$ cat config.mk
export PLATFORM = sky130hd
export DESIGN_NAME = go_back_n_sender_flat
export DESIGN_NICKNAME = d
export VERILOG_FILES = /design/src/sv/gbn_pkg.sv /design/src/sv/gbn_ifs.sv /design/src/sv/gbn_ram.sv /design/src/sv/go_back_n_sender.sv /design/src/flat_wrapper.sv
export SDC_FILE = /design/constraint.sdc
export NUM_CORES = 1
export LEC_CHECK = 0
export BUFFER_PORTS_ARGS = -buffer_cell sky130_fd_sc_hd__buf_2
export CORE_ASPECT_RATIO = 1.1
export CORE_MARGIN = 4
export CORE_UTILIZATION = 45
export CTS_CLUSTER_SIZE = 20
export DETAILED_ROUTE_END_ITERATION = 10
export PLACE_DENSITY = 0.72
export SLEW_MARGIN = 20
export SYNTH_ARGS = -nofsm -noshare
export SYNTH_HDL_FRONTEND = slang
export SYNTH_HIERARCHICAL = 1
export SYNTH_SLANG_ARGS = --single-unit
$ cat constraint.sdc
create_clock -name clk -period 24.2 [get_ports clk]
set_input_delay 3.63 -clock clk [delete_from_list [all_inputs] [get_ports clk]]
set_output_delay 3.63 -clock clk [all_outputs]
set_load 0.02 [all_outputs]
$ cat src/sv/gbn_pkg.sv
// Shared constants, codes and types for the go-back-n sender.
// No dependencies; used by the interfaces, the top level and the checker.
package gbn_pkg;

  localparam int WINDOW_DEPTH  = 8;
  localparam int SLOT_BITS     = $clog2(WINDOW_DEPTH);
  localparam int CNT_BITS      = $clog2(WINDOW_DEPTH + 1);
  localparam int SEQ_BITS      = 16;
  localparam int PAYLOAD_BITS  = 32;
  localparam int TIMER_BITS    = 24;
  localparam int WSIZE_BITS    = 3;
  localparam int TOTAL_BITS    = 16;
  localparam int OP_BITS       = 2;
  localparam int CFG_IDX_BITS  = 2;
  localparam int CFG_DATA_BITS = 24;

  localparam logic [WSIZE_BITS-1:0] WSIZE_RESET = WSIZE_BITS'(3);
  localparam logic [TOTAL_BITS-1:0] TOTAL_RESET = TOTAL_BITS'(1);
  localparam logic [TIMER_BITS-1:0] LIMIT_RESET = TIMER_BITS'(10000000);
  localparam logic [TIMER_BITS-1:0] TIMER_MAX   = '1;

  // Configuration register indexes
  localparam logic [CFG_IDX_BITS-1:0] REG_WINDOW_SIZE   = CFG_IDX_BITS'(0);
  localparam logic [CFG_IDX_BITS-1:0] REG_TOTAL_FRAMES  = CFG_IDX_BITS'(1);
  localparam logic [CFG_IDX_BITS-1:0] REG_TIMEOUT_LIMIT = CFG_IDX_BITS'(2);

  typedef enum logic [OP_BITS-1:0] {
    OP_OFFER = 2'd0,
    OP_ACK   = 2'd1,
    OP_TICK  = 2'd2
  } op_t;

  typedef enum logic [2:0] {
    S_IDLE,
    S_TICK,
    S_DECIDE,
    S_FLUSH_RD,
    S_FLUSH_EMIT
  } state_t;

  typedef struct packed {
    logic                    frame_valid;
    logic [SEQ_BITS-1:0]     frame_seq;
    logic [PAYLOAD_BITS-1:0] frame_data;
    logic                    is_resend;
    logic                    is_end_marker;
    logic                    offer_taken;
    logic [SEQ_BITS-1:0]     window_base;
    logic [SEQ_BITS-1:0]     next_to_send;
    logic                    last;
  } res_t;

endpackage

$ cat src/sv/gbn_ifs.sv
// Valid/ready channel interfaces for the command and result sides.
// Depends on gbn_pkg for field widths.
interface gbn_cmd_if;
  import gbn_pkg::*;
  logic                    valid;
  logic                    ready;
  logic [OP_BITS-1:0]      operation;
  logic [PAYLOAD_BITS-1:0] payload;
  logic [SEQ_BITS-1:0]     ack_seq;

  modport source (output valid, operation, payload, ack_seq, input ready);
  modport sink   (input valid, operation, payload, ack_seq, output ready);
endinterface

interface gbn_rsp_if;
  import gbn_pkg::*;
  logic                    valid;
  logic                    ready;
  logic                    frame_valid;
  logic [SEQ_BITS-1:0]     frame_seq;
  logic [PAYLOAD_BITS-1:0] frame_data;
  logic                    is_resend;
  logic                    is_end_marker;
  logic                    offer_taken;
  logic [SEQ_BITS-1:0]     window_base;
  logic [SEQ_BITS-1:0]     next_to_send;
  logic                    last;

  modport source (output valid, frame_valid, frame_seq, frame_data, is_resend, is_end_marker,
                  offer_taken, window_base, next_to_send, last, input ready);
  modport sink   (input valid, frame_valid, frame_seq, frame_data, is_resend, is_end_marker,
                  offer_taken, window_base, next_to_send, last, output ready);
endinterface

$ cat src/sv/gbn_ram.sv
// Generic simple dual-port RAM: one write port, one read port, registered read data.
// No dependencies.
module gbn_ram #(
  parameter int WIDTH = 32,
  parameter int DEPTH = 8
) (
  input  logic                     clk,
  input  logic                     we,
  input  logic [$clog2(DEPTH)-1:0] waddr,
  input  logic [WIDTH-1:0]         wdata,
  input  logic                     re,
  input  logic [$clog2(DEPTH)-1:0] raddr,
  output logic [WIDTH-1:0]         rdata
);

  logic [WIDTH-1:0] mem [DEPTH];

  always_ff @(posedge clk) begin
    if (we) begin
      mem[waddr] <= wdata;
    end
  end

  // read data holds until the next read
  always_ff @(posedge clk) begin
    if (re) begin
      rdata <= mem[raddr];
    end
  end

endmodule

$ cat src/sv/go_back_n_sender.sv
// Go-back-n sender window. Offers, acks and idle ticks: one result in the cycle after the beat.
// A tick over n active slots (frames in flight capped at the window size, n <= 7) sweeps the
// timer RAM, then S_DECIDE loads its status result once the output is free, or starts a resend.
// On timeout each resend runs S_FLUSH_RD (store read) and S_FLUSH_EMIT (output load, held while
// the output is busy), timers beyond the active window are cleared, and the next command waits.
// Synchronous reset loads register defaults and empties the window; timers rearm on offer.
module go_back_n_sender (
  input  logic                                clk,
  input  logic                                rst,
  input  logic                                cfg_we,
  input  logic [gbn_pkg::CFG_IDX_BITS-1:0]    cfg_index,
  input  logic [gbn_pkg::CFG_DATA_BITS-1:0]   cfg_data,
  gbn_cmd_if.sink                             cmd,
  gbn_rsp_if.source                           rsp
);
  import gbn_pkg::*;

  // configuration
  logic [WSIZE_BITS-1:0] cfg_wsize;
  logic [TOTAL_BITS-1:0] cfg_total;
  logic [TIMER_BITS-1:0] cfg_limit;

  // control state
  state_t              state, state_next;
  logic [SEQ_BITS-1:0] oldest, oldest_next;
  logic [SEQ_BITS-1:0] nseq, nseq_next;
  logic [CNT_BITS-1:0] idx, idx_next;
  logic [CNT_BITS-1:0] n_q, n_next;
  logic [CNT_BITS-1:0] outs_q, outs_next;
  logic                fire, fire_next;
  logic                pvalid, pvalid_next;
  logic [SLOT_BITS-1:0] paddr, paddr_next;

  // output register
  logic out_valid;
  res_t res, res_d;
  logic res_load;
  logic out_free;

  // RAM ports
  logic                    tm_we, tm_re;
  logic [SLOT_BITS-1:0]    tm_waddr, tm_raddr;
  logic [TIMER_BITS-1:0]   tm_wdata, tm_rdata, timer_inc;
  logic                    st_we, st_re;
  logic [SLOT_BITS-1:0]    st_raddr;
  logic [PAYLOAD_BITS-1:0] st_rdata;

  // derived values
  logic [CNT_BITS-1:0]  win;
  logic [SEQ_BITS-1:0]  outs;
  logic [SEQ_BITS-1:0]  ack_plus;
  logic [SEQ_BITS-1:0]  nseq_plus;
  logic [CNT_BITS-1:0]  tick_n;
  logic [CNT_BITS-1:0]  idx_inc;
  logic [SLOT_BITS-1:0] slot_cur, slot_new;
  logic                 offer_ok, ack_ok, idx_last, cmd_accept;

  function automatic res_t status_res(logic [SEQ_BITS-1:0] base, logic [SEQ_BITS-1:0] nxt);
    res_t r;
    r              = '0;
    r.window_base  = base;
    r.next_to_send = nxt;
    r.last         = 1'b1;
    return r;
  endfunction

  gbn_ram #(.WIDTH(TIMER_BITS), .DEPTH(WINDOW_DEPTH)) u_timer_ram (
    .clk   (clk),
    .we    (tm_we),
    .waddr (tm_waddr),
    .wdata (tm_wdata),
    .re    (tm_re),
    .raddr (tm_raddr),
    .rdata (tm_rdata)
  );

  gbn_ram #(.WIDTH(PAYLOAD_BITS), .DEPTH(WINDOW_DEPTH)) u_store_ram (
    .clk   (clk),
    .we    (st_we),
    .waddr (slot_new),
    .wdata (cmd.payload),
    .re    (st_re),
    .raddr (st_raddr),
    .rdata (st_rdata)
  );

  // effective window is capped by the slot count
  always_comb begin
    if (32'(cfg_wsize) < WINDOW_DEPTH) begin
      win = CNT_BITS'(cfg_wsize);
    end else begin
      win = CNT_BITS'(WINDOW_DEPTH);
    end
  end

  assign outs      = nseq - oldest;
  assign ack_plus  = cmd.ack_seq + 1'b1;
  assign nseq_plus = nseq + 1'b1;
  assign tick_n    = (outs < SEQ_BITS'(win)) ? CNT_BITS'(outs) : win;
  assign idx_inc   = idx + 1'b1;
  assign idx_last  = (idx_inc == outs_q);
  assign slot_cur  = SLOT_BITS'(oldest) + SLOT_BITS'(idx);
  assign slot_new  = SLOT_BITS'(nseq);
  assign offer_ok  = (outs < SEQ_BITS'(win)) && (nseq < cfg_total);
  assign ack_ok    = (cmd.ack_seq >= oldest) && (cmd.ack_seq < nseq);
  assign timer_inc = (tm_rdata == TIMER_MAX) ? tm_rdata : tm_rdata + 1'b1;

  assign out_free   = !out_valid || rsp.ready;
  assign cmd.ready  = (state == S_IDLE) && out_free;
  assign cmd_accept = cmd.valid && cmd.ready;

  // next state, RAM control and result assembly
  always_comb begin
    state_next  = state;
    oldest_next = oldest;
    nseq_next   = nseq;
    idx_next    = idx;
    n_next      = n_q;
    outs_next   = outs_q;
    fire_next   = fire;
    pvalid_next = 1'b0;
    paddr_next  = paddr;
    res_load    = 1'b0;
    res_d       = status_res(oldest, nseq);
    tm_we       = 1'b0;
    tm_waddr    = slot_cur;
    tm_wdata    = '0;
    tm_re       = 1'b0;
    tm_raddr    = slot_cur;
    st_we       = 1'b0;
    st_re       = 1'b0;
    st_raddr    = slot_cur;

    // timer write-back, in the cycle after its read
    if (pvalid) begin
      tm_we    = 1'b1;
      tm_waddr = paddr;
      tm_wdata = timer_inc;
      if (timer_inc > cfg_limit) begin
        fire_next = 1'b1;
      end
    end

    unique case (state)
      S_IDLE: begin
        if (cmd_accept) begin
          case (cmd.operation)
            OP_OFFER: begin
              res_load = 1'b1;
              if (offer_ok) begin
                st_we             = 1'b1;
                tm_we             = 1'b1;
                tm_waddr          = slot_new;
                tm_wdata          = '0;
                nseq_next         = nseq_plus;
                res_d             = status_res(oldest, nseq_plus);
                res_d.frame_valid = 1'b1;
                res_d.frame_seq   = nseq;
                res_d.frame_data  = cmd.payload;
                res_d.offer_taken = 1'b1;
              end
            end
            OP_ACK: begin
              res_load = 1'b1;
              // cumulative slide; freed timers are rearmed when the slot is reused
              if (ack_ok) begin
                oldest_next = ack_plus;
                res_d       = status_res(ack_plus, nseq);
                if (ack_plus >= cfg_total) begin
                  res_d.frame_valid   = 1'b1;
                  res_d.frame_seq     = '1;
                  res_d.is_end_marker = 1'b1;
                end
              end
            end
            OP_TICK: begin
              if (tick_n == '0) begin
                res_load = 1'b1;
              end else begin
                n_next     = tick_n;
                outs_next  = CNT_BITS'(outs);
                idx_next   = '0;
                fire_next  = 1'b0;
                state_next = S_TICK;
              end
            end
            default: begin
              res_load = 1'b1;
            end
          endcase
        end
      end

      // issue one timer read per cycle across the active window
      S_TICK: begin
        if (idx != n_q) begin
          tm_re       = 1'b1;
          pvalid_next = 1'b1;
          paddr_next  = slot_cur;
          idx_next    = idx_inc;
        end else if (!pvalid) begin
          state_next = S_DECIDE;
        end
      end

      S_DECIDE: begin
        if (fire) begin
          idx_next   = '0;
          state_next = S_FLUSH_RD;
        end else if (out_free) begin
          res_load   = 1'b1;
          state_next = S_IDLE;
        end
      end

      // clear every outstanding timer; fetch frames of the active window
      S_FLUSH_RD: begin
        tm_we    = 1'b1;
        tm_wdata = '0;
        if (idx < n_q) begin
          st_re      = 1'b1;
          state_next = S_FLUSH_EMIT;
        end else if (idx_last) begin
          state_next = S_IDLE;
        end else begin
          idx_next = idx_inc;
        end
      end

      S_FLUSH_EMIT: begin
        if (out_free) begin
          res_load          = 1'b1;
          res_d             = status_res(oldest, nseq);
          res_d.frame_valid = 1'b1;
          res_d.frame_seq   = oldest + SEQ_BITS'(idx);
          res_d.frame_data  = st_rdata;
          res_d.is_resend   = 1'b1;
          res_d.last        = (idx_inc == n_q);
          if (idx_last) begin
            state_next = S_IDLE;
          end else begin
            idx_next   = idx_inc;
            state_next = S_FLUSH_RD;
          end
        end
      end

      default: begin
        state_next = S_IDLE;
      end
    endcase
  end

  // control registers and configuration
  always_ff @(posedge clk) begin
    if (rst) begin
      state     <= S_IDLE;
      oldest    <= '0;
      nseq      <= '0;
      fire      <= 1'b0;
      pvalid    <= 1'b0;
      out_valid <= 1'b0;
      cfg_wsize <= WSIZE_RESET;
      cfg_total <= TOTAL_RESET;
      cfg_limit <= LIMIT_RESET;
    end else begin
      state  <= state_next;
      oldest <= oldest_next;
      nseq   <= nseq_next;
      fire   <= fire_next;
      pvalid <= pvalid_next;
      if (res_load) begin
        out_valid <= 1'b1;
      end else if (rsp.ready) begin
        out_valid <= 1'b0;
      end
      if (cfg_we) begin
        unique case (cfg_index)
          REG_WINDOW_SIZE:   cfg_wsize <= cfg_data[WSIZE_BITS-1:0];
          REG_TOTAL_FRAMES:  cfg_total <= cfg_data[TOTAL_BITS-1:0];
          REG_TIMEOUT_LIMIT: cfg_limit <= cfg_data[TIMER_BITS-1:0];
          default: ;
        endcase
      end
    end
  end

  // sweep counters and output payload
  always_ff @(posedge clk) begin
    idx    <= idx_next;
    n_q    <= n_next;
    outs_q <= outs_next;
    paddr  <= paddr_next;
    if (res_load) begin
      res <= res_d;
    end
  end

  assign rsp.valid         = out_valid;
  assign rsp.frame_valid   = res.frame_valid;
  assign rsp.frame_seq     = res.frame_seq;
  assign rsp.frame_data    = res.frame_data;
  assign rsp.is_resend     = res.is_resend;
  assign rsp.is_end_marker = res.is_end_marker;
  assign rsp.offer_taken   = res.offer_taken;
  assign rsp.window_base   = res.window_base;
  assign rsp.next_to_send  = res.next_to_send;
  assign rsp.last          = res.last;

endmodule

$ cat src/flat_wrapper.sv
// flat-port wrapper written by rule: the top's interface ports become plain ports
module go_back_n_sender_flat import gbn_pkg::*;
  (clk, rst, cfg_we, cfg_index, cfg_data, cmd_valid, cmd_operation, cmd_payload, cmd_ack_seq, cmd_ready, rsp_valid, rsp_frame_valid, rsp_frame_seq, rsp_frame_data, rsp_is_resend, rsp_is_end_marker, rsp_offer_taken, rsp_window_base, rsp_next_to_send, rsp_last, rsp_ready);
  gbn_cmd_if cmd_i ();
  gbn_rsp_if rsp_i ();
  input  logic clk;
  input  logic rst;
  input  logic cfg_we;
  input  logic [gbn_pkg::CFG_IDX_BITS-1:0] cfg_index;
  input  logic [gbn_pkg::CFG_DATA_BITS-1:0] cfg_data;
  input wire logic [$bits(cmd_i.valid)-1:0] cmd_valid;
  input wire logic [$bits(cmd_i.operation)-1:0] cmd_operation;
  input wire logic [$bits(cmd_i.payload)-1:0] cmd_payload;
  input wire logic [$bits(cmd_i.ack_seq)-1:0] cmd_ack_seq;
  output wire logic [$bits(cmd_i.ready)-1:0] cmd_ready;
  output wire logic [$bits(rsp_i.valid)-1:0] rsp_valid;
  output wire logic [$bits(rsp_i.frame_valid)-1:0] rsp_frame_valid;
  output wire logic [$bits(rsp_i.frame_seq)-1:0] rsp_frame_seq;
  output wire logic [$bits(rsp_i.frame_data)-1:0] rsp_frame_data;
  output wire logic [$bits(rsp_i.is_resend)-1:0] rsp_is_resend;
  output wire logic [$bits(rsp_i.is_end_marker)-1:0] rsp_is_end_marker;
  output wire logic [$bits(rsp_i.offer_taken)-1:0] rsp_offer_taken;
  output wire logic [$bits(rsp_i.window_base)-1:0] rsp_window_base;
  output wire logic [$bits(rsp_i.next_to_send)-1:0] rsp_next_to_send;
  output wire logic [$bits(rsp_i.last)-1:0] rsp_last;
  input wire logic [$bits(rsp_i.ready)-1:0] rsp_ready;
  assign cmd_i.valid = cmd_valid;
  assign cmd_i.operation = cmd_operation;
  assign cmd_i.payload = cmd_payload;
  assign cmd_i.ack_seq = cmd_ack_seq;
  assign cmd_ready = cmd_i.ready;
  assign rsp_valid = rsp_i.valid;
  assign rsp_frame_valid = rsp_i.frame_valid;
  assign rsp_frame_seq = rsp_i.frame_seq;
  assign rsp_frame_data = rsp_i.frame_data;
  assign rsp_is_resend = rsp_i.is_resend;
  assign rsp_is_end_marker = rsp_i.is_end_marker;
  assign rsp_offer_taken = rsp_i.offer_taken;
  assign rsp_window_base = rsp_i.window_base;
  assign rsp_next_to_send = rsp_i.next_to_send;
  assign rsp_last = rsp_i.last;
  assign rsp_i.ready = rsp_ready;
  go_back_n_sender u_core (.clk(clk), .rst(rst), .cfg_we(cfg_we), .cfg_index(cfg_index), .cfg_data(cfg_data), .cmd(cmd_i), .rsp(rsp_i));
endmodule
==> impl_metrics.toml <==
[outcome]
status = "finished clean"

[min_path]
hold_path_class = "flip-flop to flip-flop"

[grt]
grt_start_max_net_pins = 83
first_global_vias = 17660
grt_pass1_wl_mm = 105.9
antenna_found_initial = 8
grtUsageTotal_pct = 19.50
overflow = 0

[synth]
synthArstFlopShare_pct = 0
synth_top_family_by_area = "multiplexers"
synth_fp_nets = 2120
synth_seq_cells = 685
avgSynthCellArea_um2 = 15.73
synth-simple-area-share_pct = 7.533
synthAdderAreaFrac_pct = 4.937
synth_edf_count = 604
yosys_warnings = 6
synth_cells = 1921
synth_area_um2 = 30210
synth_compound_area_share_pct = 5.454
ys_seq_area_share_pct = 65.40
muxShareOfSynthArea_pct = 11.92
synthFlopType = "edfxtp_1"
synth_xor_area_share_pct = 2.348
synth_cell_types = 72

[cells_and_area]
num-nets-final = 2314
layout_commonest_cell = "edfxtp_1"
areaGrowthSynthToFinish_pct = 14.24
instances_no_fill = 3027
final_layout_size_suffix_gt1_share_pct = 22.06
fillers = 5312
layout_common_cells = "edfxtp_1, buf_2, nand2_1"

[timing]
fin_crit_ps = 8053
hold_viol_final = 0
relSlewSlack_pct = 25.79
maxSlewViolCount = 0
fin_crit_sh_pct = 33.28
layout_setup_ws_ps = 16150
max_freq_ghz = 0.1242
skew_ps = 49.75
final.setup.tns_ps = 0
worst_pin_slew_ps = 1111
setup_viol = 0
rsz0062_at_grt = "no"

[setup_path]
crit_fanout = 3
worstPathBufferInverterCount = 2
start_kind = "input port"
cp_top_family = "simple AND/OR/NAND/NOR gates"
cp.arrival_ps = 4420
cpPeakStageDelay_ps = 340
crit_type = "input port to output pin"
crit_slowest_cell = "nor2b_1"
required_ps = 20570
crit_top_cell = "buf_2"
cp-end-kind = "output pin"
path_cells = "buf_2, nor2b_1, nor3_1, buf_2"

[clocking]
cts_tree = "yes"
ctsResizeCount = 0
clk_pin_slew_ps = 50
clock-sinks = 685
clockBufferDepth = 3
cts_htree_levels = 3
numCtsBuffers = 70
clockRootBuffer = "clkbuf_16"
cts_post_setup_buffers_inserted = 0
clock_latency_ps = 630
postCtsHoldBufs = 0

[placed_design]
dp.cells = 2901
port-buffer-count = 167
hpwl_mm = 44.73
gp_congestion = 0.9435
dp_slack_ps = 16170

[drt]
vias_per_cell = 5.718
post_drt_wl_per_cell_um = 23.23
dr.first_iter.drc_count = 1453
via_count = 17310
wl_mm = 70.32
drt_first_pass_iters = 5
drcViolationCount = 0
antenna_left = 0

[floorplanning]
io_pins = 168
die-area_um2 = 71350
die_x_um = 255.1
rows = 99
die_y_um = 279.8
fp.coreArea_um2 = 66390
start_util_pct = 45.50

[power_and_ir_drop]
p_leak_nw = 12.31
power_density_nw_per_um2 = 80.10
peakVddDrop_v = 0.00006422

[flow_run]
max_cap_viol_count = 0
==> where the power goes <==
| group | leakage (nW) | internal [mW] | switching, mW |
|---|---|---|---|
| Combinational | 4.79 | 0.113 | 0.183 |
| Sequential | 6.35 | 1.34 | 0.0174 |
| Clock | 1.17 | 0.643 | 0.471 |
==> stage by stage <==
| step | hold WS (ps) | util [%] | total power, mW | cell area (um^2) |
|---|---|---|---|---|
| after global routing | 481.9 | 51.98 | 2.865 | 34510 |
| after floorplan | 436.3 | - | 1.582 | 30210 |
| after detailed placement | 449.6 | 48.32 | 1.676 | 32080 |
| after global placement | 446.5 | 48.31 | 1.668 | 32070 |
| after CTS | 457.1 | 51.97 | 2.793 | 34510 |
| final | 454.8 | 51.98 | 2.765 | 34510 |
==> worst register-to-register path, stage by stage, from the launching register on <==
cell and delay (ps):
dfxtp_1 760, fa_1 620, ha_1 320, a21o_1 160, a21oi_1 160, o211ai_1 180
a2111oi_4 370, o2111ai_1 160, or4b_4 550, nor3_4 720, o21ai_1 340, nand2b_1 310
nor2_4 810
==> cells in the mapped netlist, drive strengths merged, types with 4 or more instances <==
cell       n  area [um^2]
a211o     21        183.9
mux4     112         2673
a2111oi    4        53.81
or3        9        56.30
a21oi     75        386.6
xnor2     60        525.5
and3      12        80.08
inv       89        334.1
nor2      89        334.1
nor2b     72        450.4
mux2      73        867.1
nand2    116        435.4
a221o      8        80.08
nand3     36        180.2
mux2i      6        60.06
o21a       7        53.80
ha       116         1451
nand3b     5        37.54
nand4     24        150.1
a22o      32        280.3
dfxtp     81         1622
nand2b    24        150.1
a211oi     4        30.03
xor2      21        183.9
clkbuf    34        127.6
nor4       5        46.29
a21o      24        180.2
edfxtp   604        18140
o2111ai    5        43.79
o21ai     41        205.2
nor3      36        196.4
buf       34        259.0
==> cell type report <==
cell class                      count  area (um^2)  area share (%)
Antenna cell                        2        5.005         0.01450
Clock buffer                       79         1785           5.173
Clock inverter                     45        643.1           1.863
Inverter                           90        337.8          0.9788
Multi-Input combinational cell   1078         9901           28.69
Sequential cell                   685        19760           57.25
Tap cell                          858         1074           3.111
Timing Repair Buffer              190         1008           2.922
==> per-layer routing <==
metal  up-vias  share of wire (%)  global-route usage, %
met5         -               0.11                      0
met4        12                3.2                  6.744
met3       145                6.5                  3.825
met2       612                 49                  32.64
met1      8724                 41                  25.69
li1       7815                  -                      -
==> final timing paths <==
kind                         from                           end  slack [ps]  depth (start not counted)
max                     rsp_ready                     cmd_ready       16150                          4
min          u_core/cfg_total[10]          u_core/cfg_total[10]         450                          2
max reg2reg        u_core/nseq[1]  u_core/u_timer_ram/mem[5][7]       18300                         12
min reg2reg  u_core/cfg_total[10]          u_core/cfg_total[10]         450                          2
==> registers in the layout, indices dropped and copies added (netlist names), 24 cells and up <==
signal and count:
u_core/cfg_limit 24, u_core/rsp.frame_data 32, u_core/u_store_ram/mem 256, u_core/u_store_ram/rdata 32
u_core/u_timer_ram/mem 192, u_core/u_timer_ram/rdata 24
==> cells by family after synthesis <==
family                     after synthesis
AOI/OAI and AO/OA                      240
xor gates and xnor gates                81
adders and majority gates              118
buffers and inverters                  158
DFF                                    685
muxes                                  191
other                                    1
and+or+nand+nor                        447
Note: power is estimated with default switching activity, not from simulation.
